<file path="src/rtl/assert_macros.svh">
// ---------------------------------------------------------------------------
// Assertion macros
// Shared concurrent assertion forms, clocked on clk, disabled in reset.
// ---------------------------------------------------------------------------
`ifndef ASSERT_MACROS_SVH
`define ASSERT_MACROS_SVH

// combinational check at every edge
`define ASSERT_ALWAYS(lbl, prop, msg) \
  lbl: assert property (@(posedge clk) disable iff (!rst_n) (prop)) else $error(msg);

// antecedent this edge, consequent next edge
`define ASSERT_NEXT(lbl, ante, cons, msg) \
  lbl: assert property (@(posedge clk) disable iff (!rst_n) (ante) |=> (cons)) else $error(msg);

`endif

</file>
<file path="src/rtl/q2e_pkg.sv">
// ---------------------------------------------------------------------------
// q2e_pkg
// Widths, constants, arctangent table and pipeline payload types.
// ---------------------------------------------------------------------------
package q2e_pkg;

  localparam int TW = 34;  // sine / cosine terms, Q28
  localparam int XW = 37;  // CORDIC x / y
  localparam int ZW = 36;  // CORDIC angle, Q30
  localparam int RW = 57;  // square root remainder
  localparam int SW = 29;  // square root result
  localparam int SQ_STAGES = 29;
  localparam int ATAN_LEN = 24;

  localparam logic signed [TW-1:0] ONE_Q28    = 34'sd268435456;
  localparam logic signed [ZW-1:0] PI_Q30     = 36'sd3373259426;
  localparam logic signed [ZW-1:0] HALF_PI_Q30 = 36'sd1686629713;
  localparam int PI_Q12     = 12868;
  localparam int TWO_PI_Q12 = 25736;

  localparam logic [29:0] ATAN_TAB [ATAN_LEN] = '{
    30'd843314857, 30'd497837829, 30'd263043837, 30'd133525159, 30'd67021687,
    30'd33543516, 30'd16775851, 30'd8388437, 30'd4194283, 30'd2097149,
    30'd1048576, 30'd524288, 30'd262144, 30'd131072, 30'd65536, 30'd32768,
    30'd16384, 30'd8192, 30'd4096, 30'd2048, 30'd1024, 30'd512, 30'd256, 30'd128
  };

  typedef enum logic [2:0] {
    PM_NORM = 3'b001,
    PM_HIGH = 3'b010,
    PM_LOW  = 3'b100
  } q2e_pmode_t;

  typedef struct packed {
    logic signed [TW-1:0] sinr;
    logic signed [TW-1:0] cosr;
    logic signed [TW-1:0] sinp;
    logic signed [TW-1:0] siny;
    logic signed [TW-1:0] cosy;
    q2e_pmode_t           pmode;
    logic [RW-1:0]        rem;
    logic [SW-1:0]        root;
  } q2e_sq_t;

  typedef struct packed {
    logic signed [XW-1:0] x;
    logic signed [XW-1:0] y;
    logic signed [ZW-1:0] z;
    logic                 zero;
  } q2e_vec_t;

  typedef struct packed {
    q2e_vec_t   roll;
    q2e_vec_t   pitch;
    q2e_vec_t   yaw;
    q2e_pmode_t pmode;
  } q2e_rot_t;

endpackage

</file>
<file path="src/rtl/q2e_sqrt_cell.sv">
// ---------------------------------------------------------------------------
// q2e_sqrt_cell
// One result bit of the digit-by-digit square root, with its own stage.
// ---------------------------------------------------------------------------
module q2e_sqrt_cell import q2e_pkg::*; #(
  parameter int K = 0
) (
  input  logic    clk,
  input  logic    rst_n,
  input  logic    valid_i,
  input  q2e_sq_t data_i,
  output logic    ready_o,
  output logic    valid_o,
  output q2e_sq_t data_o,
  input  logic    ready_i
);

  logic    valid_r;
  q2e_sq_t data_r, data_nxt;
  logic [RW+1:0] trial;

  assign ready_o = !valid_r || ready_i;
  assign valid_o = valid_r;
  assign data_o  = data_r;

  always_comb begin
    data_nxt = data_i;
    trial = ((RW+2)'(data_i.root) << (K + 1)) + ((RW+2)'(1) << (2 * K));
    if ((RW+2)'(data_i.rem) >= trial) begin
      data_nxt.rem  = data_i.rem - RW'(trial);
      data_nxt.root = data_i.root | (SW'(1) << K);
    end
  end

  always_ff @(posedge clk) begin
    if (!rst_n) begin
      valid_r <= 1'b0;
    end else if (ready_o) begin
      valid_r <= valid_i;
    end
  end

  always_ff @(posedge clk) begin
    if (ready_o && valid_i) begin
      data_r <= data_nxt;
    end
  end

endmodule

</file>
<file path="config.mk">
export PLATFORM = sky130hd
export DESIGN_NAME = q2e_sqrt_cell
export DESIGN_NICKNAME = d
export VERILOG_FILES = /design/src/rtl/assert_macros.svh /design/src/rtl/q2e_pkg.sv /design/src/rtl/q2e_sqrt_cell.sv
export SDC_FILE = /design/constraint.sdc
export NUM_CORES = 1
export LEC_CHECK = 0
export ABC_AREA = 1
export BUFFER_PORTS_ARGS = -buffer_cell sky130_fd_sc_hd__buf_2
export CELL_PAD_IN_SITES_DETAIL_PLACEMENT = 1
export CELL_PAD_IN_SITES_GLOBAL_PLACEMENT = 1
export CORE_AREA = 2 2 204 206
export DETAILED_ROUTE_END_ITERATION = 10
export DIE_AREA = 0 0 206 208
export GPL_TIMING_DRIVEN = 0
export PLACE_DENSITY = 0.7
export SLEW_MARGIN = 20
export SYNTH_ARGS = -nofsm -noshare
export SYNTH_HDL_FRONTEND = slang
export SYNTH_SLANG_ARGS = --single-unit
</file>
<file path="constraint.sdc">
create_clock -name clk -period 23.1 [get_ports clk]
set_input_delay 4.62 -clock clk [delete_from_list [all_inputs] [get_ports clk]]
set_output_delay 4.62 -clock clk [all_outputs]
set_load 0.1 [all_outputs]
</file>
==> impl_results.html <==
<table>
<tr><th>Metric</th><th>Value</th></tr>
<tr><th colspan="2">Critical path</th></tr>
<tr><td>Launch point of the critical path</td><td>ready_i</td></tr>
<tr><td>Worst setup path endpoint</td><td>ready_o</td></tr>
<tr><td>Start-to-end type of the worst setup path</td><td>in -&gt; out</td></tr>
<tr><td>R2R Setup Slk</td><td>20.97 ns</td></tr>
<tr><td>Critical Path RT</td><td>18.48 ns</td></tr>
<tr><td>Launch instance of the worst register-to-register path</td><td>valid_o</td></tr>
<tr><td>Critical path data arrival time</td><td>5.28 ns</td></tr>
<tr><td>Crit Reg-Reg Endpoint</td><td>data_o[66]</td></tr>
<tr><td>Endpoint type of the worst setup path</td><td>primary output</td></tr>
<tr><td>Length in cells of the worst reg-to-reg path</td><td>6</td></tr>
<tr><td>Biggest fanout along the worst timing path</td><td>2</td></tr>
<tr><td>Kind of launch point of the worst setup path</td><td>primary input</td></tr>
<tr><th colspan="2">Detailed routing</th></tr>
<tr><td>Remaining antenna violation count after routing</td><td>0</td></tr>
<tr><td>Detailed router's first-iteration violation count</td><td>591</td></tr>
<tr><td>Overall routed net length</td><td>55600 um</td></tr>
<tr><td>Detailed-route via count</td><td>11100</td></tr>
<tr><td>Wire length per cell</td><td>22.9 um</td></tr>
<tr><td>Router iterations before antenna repair</td><td>5</td></tr>
<tr><td>Number of vias per cell</td><td>4.56</td></tr>
<tr><td>Remaining routing DRC violations</td><td>0</td></tr>
<tr><th colspan="2">Timing</th></tr>
<tr><td>Final setup violation count</td><td>0</td></tr>
<tr><td>Crit share post-route</td><td>42.9%</td></tr>
<tr><td>Slew of the pin with the lowest slew margin</td><td>0.630 ns</td></tr>
<tr><td>Slew HR</td><td>58.3%</td></tr>
<tr><td>RSZ-0062 raised after global routing</td><td>no</td></tr>
<tr><td>Number of hold violations in the final report</td><td>0</td></tr>
<tr><td>Fmax</td><td>101 MHz</td></tr>
<tr><td>Min Tclk post-route</td><td>9.90 ns</td></tr>
<tr><td>Final WS setup</td><td>13.20 ns</td></tr>
<tr><td>Slew Viols, Final</td><td>0</td></tr>
<tr><td>Setup skew after layout</td><td>0.0209 ns</td></tr>
<tr><th colspan="2">Clocking</th></tr>
<tr><td>Number of resized instances in the post-cts repair step</td><td>0</td></tr>
<tr><td>Clock tree from TritonCTS</td><td>built</td></tr>
<tr><td>Buffer count from post-CTS setup fixing</td><td>0</td></tr>
<tr><td>Clock root cell</td><td>sky130_fd_sc_hd__clkbuf_16</td></tr>
<tr><td>CTS Buffer Depth</td><td>3</td></tr>
<tr><td>Clock-pin slew of the registers on the worst-case setup and hold paths</td><td>0.06 ns</td></tr>
<tr><td>Number of H-tree branching levels</td><td>1</td></tr>
<tr><td>CTS Sinks</td><td>260</td></tr>
<tr><td>Hold-fix buffer count after cts</td><td>0</td></tr>
<tr><td>Number of clock buffers inserted by TritonCTS</td><td>30</td></tr>
<tr><td>Worst skew pair latency</td><td>0.56 ns</td></tr>
<tr><th colspan="2">Final layout</th></tr>
<tr><td>Post-layout util</td><td>42.2%</td></tr>
<tr><td>Post-route non-filler standard cell count</td><td>2425</td></tr>
<tr><td>Final net count</td><td>2155</td></tr>
<tr><td>Fillcell total</td><td>4797</td></tr>
<tr><td>Fraction of final layout cells sized beyond drive strength 1</td><td>33.6%</td></tr>
<tr><td>Synth-to-layout area growth</td><td>37.3%</td></tr>
<tr><th colspan="2">Run status</th></tr>
<tr><td>Run status</td><td>complete, no violations</td></tr>
<tr><th colspan="2">Synthesis</th></tr>
<tr><td>Parity-gate share of the synthesized area counting xor and xnor cells</td><td>1.62%</td></tr>
<tr><td>Yosys warnings</td><td>0</td></tr>
<tr><td>Number of distinct standard cells referenced by the synthesized netlist</td><td>32</td></tr>
<tr><td>Share of the synthesized area in the top cell type</td><td>62.4%</td></tr>
<tr><td>Netlist area before placement</td><td>12500 um2</td></tr>
<tr><td>Mapped Nets</td><td>1586</td></tr>
<tr><td>Fraction of synthesized area in multiplexers</td><td>0%</td></tr>
<tr><td>Post-synthesis cell count</td><td>1292</td></tr>
<tr><td>Most area-hungry cell type in the Yosys netlist</td><td>sky130_fd_sc_hd__edfxtp_1</td></tr>
<tr><td>Post-synthesis adder-cell area fraction</td><td>3.17%</td></tr>
<tr><td>Top cells by area, synth</td><td>sky130_fd_sc_hd__edfxtp_1 (62%), sky130_fd_sc_hd__nand2_1 (14%), sky130_fd_sc_hd__inv_1 (6.7%)</td></tr>
<tr><td>Post-synthesis compound-gate area fraction</td><td>2.29%</td></tr>
<tr><td>Avg Synthesized Cell Area</td><td>9.64 um2</td></tr>
<tr><td>Total of flip-flops plus latches after synthesis</td><td>260</td></tr>
<tr><td>Sequential share of the synthesized area</td><td>62.6%</td></tr>
<tr><td>Simple-gate portion of the synthesized area</td><td>22.8%</td></tr>
<tr><td>Dominant combinational cell family by area after synthesis</td><td>simple AND/OR/NAND/NOR gates</td></tr>
<tr><th colspan="2">Placed design</th></tr>
<tr><td>Port Buffers</td><td>523</td></tr>
<tr><td>Number of cells in the design after placement</td><td>2361</td></tr>
<tr><td>Detailed placer's ending HPWL</td><td>47200 um</td></tr>
<tr><td>Global placer's final weighted congestion</td><td>0.908</td></tr>
<tr><td>Setup Slack @ Placement</td><td>13.20 ns</td></tr>
<tr><th colspan="2">Global routing</th></tr>
<tr><td>Initial antenna violation count</td><td>30</td></tr>
<tr><td>Pin count of the biggest net entering global routing</td><td>25</td></tr>
<tr><td>Global-route congestion overflow total</td><td>0</td></tr>
<tr><td>GRT Total Usage</td><td>25.3%</td></tr>
<tr><td>Vias in the first global route</td><td>11500</td></tr>
<tr><td>Wire length of the first global-routing pass</td><td>78300 um</td></tr>
<tr><th colspan="2">Power</th></tr>
<tr><td>Switching share of total power</td><td>36.9%</td></tr>
<tr><td>Proportion of power drawn by combinational gates</td><td>28.3%</td></tr>
<tr><td>Net load switching power</td><td>0.000531 W</td></tr>
<tr><td>Maximum ir drop on the vdd rail</td><td>0.0664 mV</td></tr>
<tr><td>Clock power share</td><td>32.3%</td></tr>
<tr><td>Seq pwr share</td><td>39.4%</td></tr>
<tr><td>Post-route total power</td><td>0.00144 W</td></tr>
<tr><td>Design internal power</td><td>0.000908 W</td></tr>
<tr><td>Power Dens Cells</td><td>84.1 nW/um2</td></tr>
<tr><td>Leakage component of the power</td><td>8.18 nW</td></tr>
<tr><th colspan="2">Floorplanning</th></tr>
<tr><td>DIE WIDTH</td><td>206 um</td></tr>
<tr><td>Die outline area</td><td>42800 um2</td></tr>
<tr><td>Standard-cell rows</td><td>74</td></tr>
<tr><td>Placeable core area</td><td>40600 um2</td></tr>
<tr><td>IO Pins</td><td>524</td></tr>
<tr><td>Initial standard-cell utilization of the core</td><td>30.7%</td></tr>
<tr><td>Vertical die dimension</td><td>208 um</td></tr>
<tr><th colspan="2">Worst hold path</th></tr>
<tr><td>Classification of the worst-slack hold path</td><td>reg -&gt; reg</td></tr>
<tr><th colspan="2">Job</th></tr>
<tr><td>Max-capacitance violation count</td><td>0</td></tr>
</table>
cell usage after synthesis:
master / number
sky130_fd_sc_hd__nor4_1: 1
sky130_fd_sc_hd__buf_6: 4
sky130_fd_sc_hd__inv_1: 221
sky130_fd_sc_hd__nand2_1: 478
sky130_fd_sc_hd__o21ai_2: 1
sky130_fd_sc_hd__xnor2_1: 1
sky130_fd_sc_hd__nand2_4: 1
sky130_fd_sc_hd__buf_4: 4
sky130_fd_sc_hd__nor2_2: 11
sky130_fd_sc_hd__or2_2: 1
sky130_fd_sc_hd__and2_1: 6
sky130_fd_sc_hd__xor2_1: 22
sky130_fd_sc_hd__nor2_4: 1
sky130_fd_sc_hd__edfxtp_1: 259
sky130_fd_sc_hd__nor3_1: 8
sky130_fd_sc_hd__dfxtp_1: 1
sky130_fd_sc_hd__a21oi_1: 19
sky130_fd_sc_hd__fa_1: 1
sky130_fd_sc_hd__a21boi_0: 1
sky130_fd_sc_hd__nor2_1: 111
sky130_fd_sc_hd__inv_4: 1
sky130_fd_sc_hd__nand4_1: 10
sky130_fd_sc_hd__ha_1: 30
sky130_fd_sc_hd__inv_2: 8
sky130_fd_sc_hd__nand3_1: 55
sky130_fd_sc_hd__nand2_2: 2
sky130_fd_sc_hd__o21ai_0: 4
sky130_fd_sc_hd__nand3b_1: 7
sky130_fd_sc_hd__o21ai_1: 1
sky130_fd_sc_hd__a21oi_2: 17
sky130_fd_sc_hd__nand3_2: 3
sky130_fd_sc_hd__nor3b_1: 2
cell type report:
cell class	count	area (um2)	area share, %
antenna	13	32.5	0.190
inverter	230	866	5.06
buffer	8	75.1	0.439
timing repair buffer	537	2990	17.5
multi-input combinational	794	3730	21.8
clock inverter	13	140	0.819
clock buffer	38	802	4.69
tap	532	666	3.89
sequential	260	7800	45.6
power by group through the flow:
stage,Clock (W),Sequential (W),Combinational (W)
global route,0.000492,0.000570,0.000426
CTS,0.000478,0.000568,0.000410
detailed placement,0,0.000577,0.000408
finish,0.000465,0.000567,0.000407
floorplan,0,0.000811,0.0000772
global placement,0,0.000596,0.000395
worst max-delay path, stage by stage:
cell and delay, ns:
sky130_fd_sc_hd__buf_2 0.08, sky130_fd_sc_hd__inv_1 0.06, sky130_fd_sc_hd__nand2_1 0.09, sky130_fd_sc_hd__buf_2 0.43
cell usage in the layout (no fill, tap or decap), types with 10 or more instances in the layout:
cell type	count
sky130_fd_sc_hd__buf_16	13
sky130_fd_sc_hd__nand2_1	478
sky130_fd_sc_hd__a21oi_2	17
sky130_fd_sc_hd__edfxtp_1	259
sky130_fd_sc_hd__a21oi_1	18
sky130_fd_sc_hd__buf_2	523
sky130_fd_sc_hd__inv_1	221
sky130_fd_sc_hd__xor2_1	22
sky130_fd_sc_hd__ha_1	30
sky130_fd_sc_hd__nand4_1	10
sky130_fd_sc_hd__nor2_1	111
sky130_fd_sc_hd__clkbuf_16	31
sky130_fd_sc_hd__diode_2	13
sky130_fd_sc_hd__nor2_2	11
sky130_fd_sc_hd__nand3_1	55
per-stage QoR:
step / hold WS (ns) / setup TNS (ns) / area (um2)
global route: 0.609 / 0 / 17100
CTS: 0.582 / 0 / 17100
global placement: 0.512 / -165.37 / 15700
detailed placement: 0.572 / 0 / 16100
floorplan: 1.70 / 0 / 12500
finish: 0.583 / 0 / 17100
registers in the layout (all words and copies together), names as in the netlist:
register	flops
data_o	259
valid_o	1
how the worst min path moves through the flow:
stage	from	end	slack, ns	depth (start not counted)
after global routing	valid_o	valid_o	0.61	2
after floorplan	valid_o	valid_o	1.70	2
after detailed placement	valid_o	valid_o	0.57	2
final	valid_o	valid_o	0.58	2
after global placement	valid_o	valid_o	0.51	2
after CTS	valid_o	valid_o	0.58	2
logic make-up after synthesis:
| group | Yosys count |
|---|---|
| buf+inv | 238 |
| xor+xnor | 23 |
| fa+ha+maj | 31 |
| simple gates | 697 |
| compound gates | 43 |
| flops | 260 |
metal layers:
metal | vias to the layer above | part of all wire [%] | track usage, %
met5 | - | 0.27 | 0
met4 | 24 | 1.9 | 5.39
met3 | 78 | 7.8 | 6.36
met2 | 380 | 50 | 44.9
met1 | 5303 | 40 | 30.8
li1 | 5277 | - | -
Note: power is estimated with default switching activity, not from simulation.
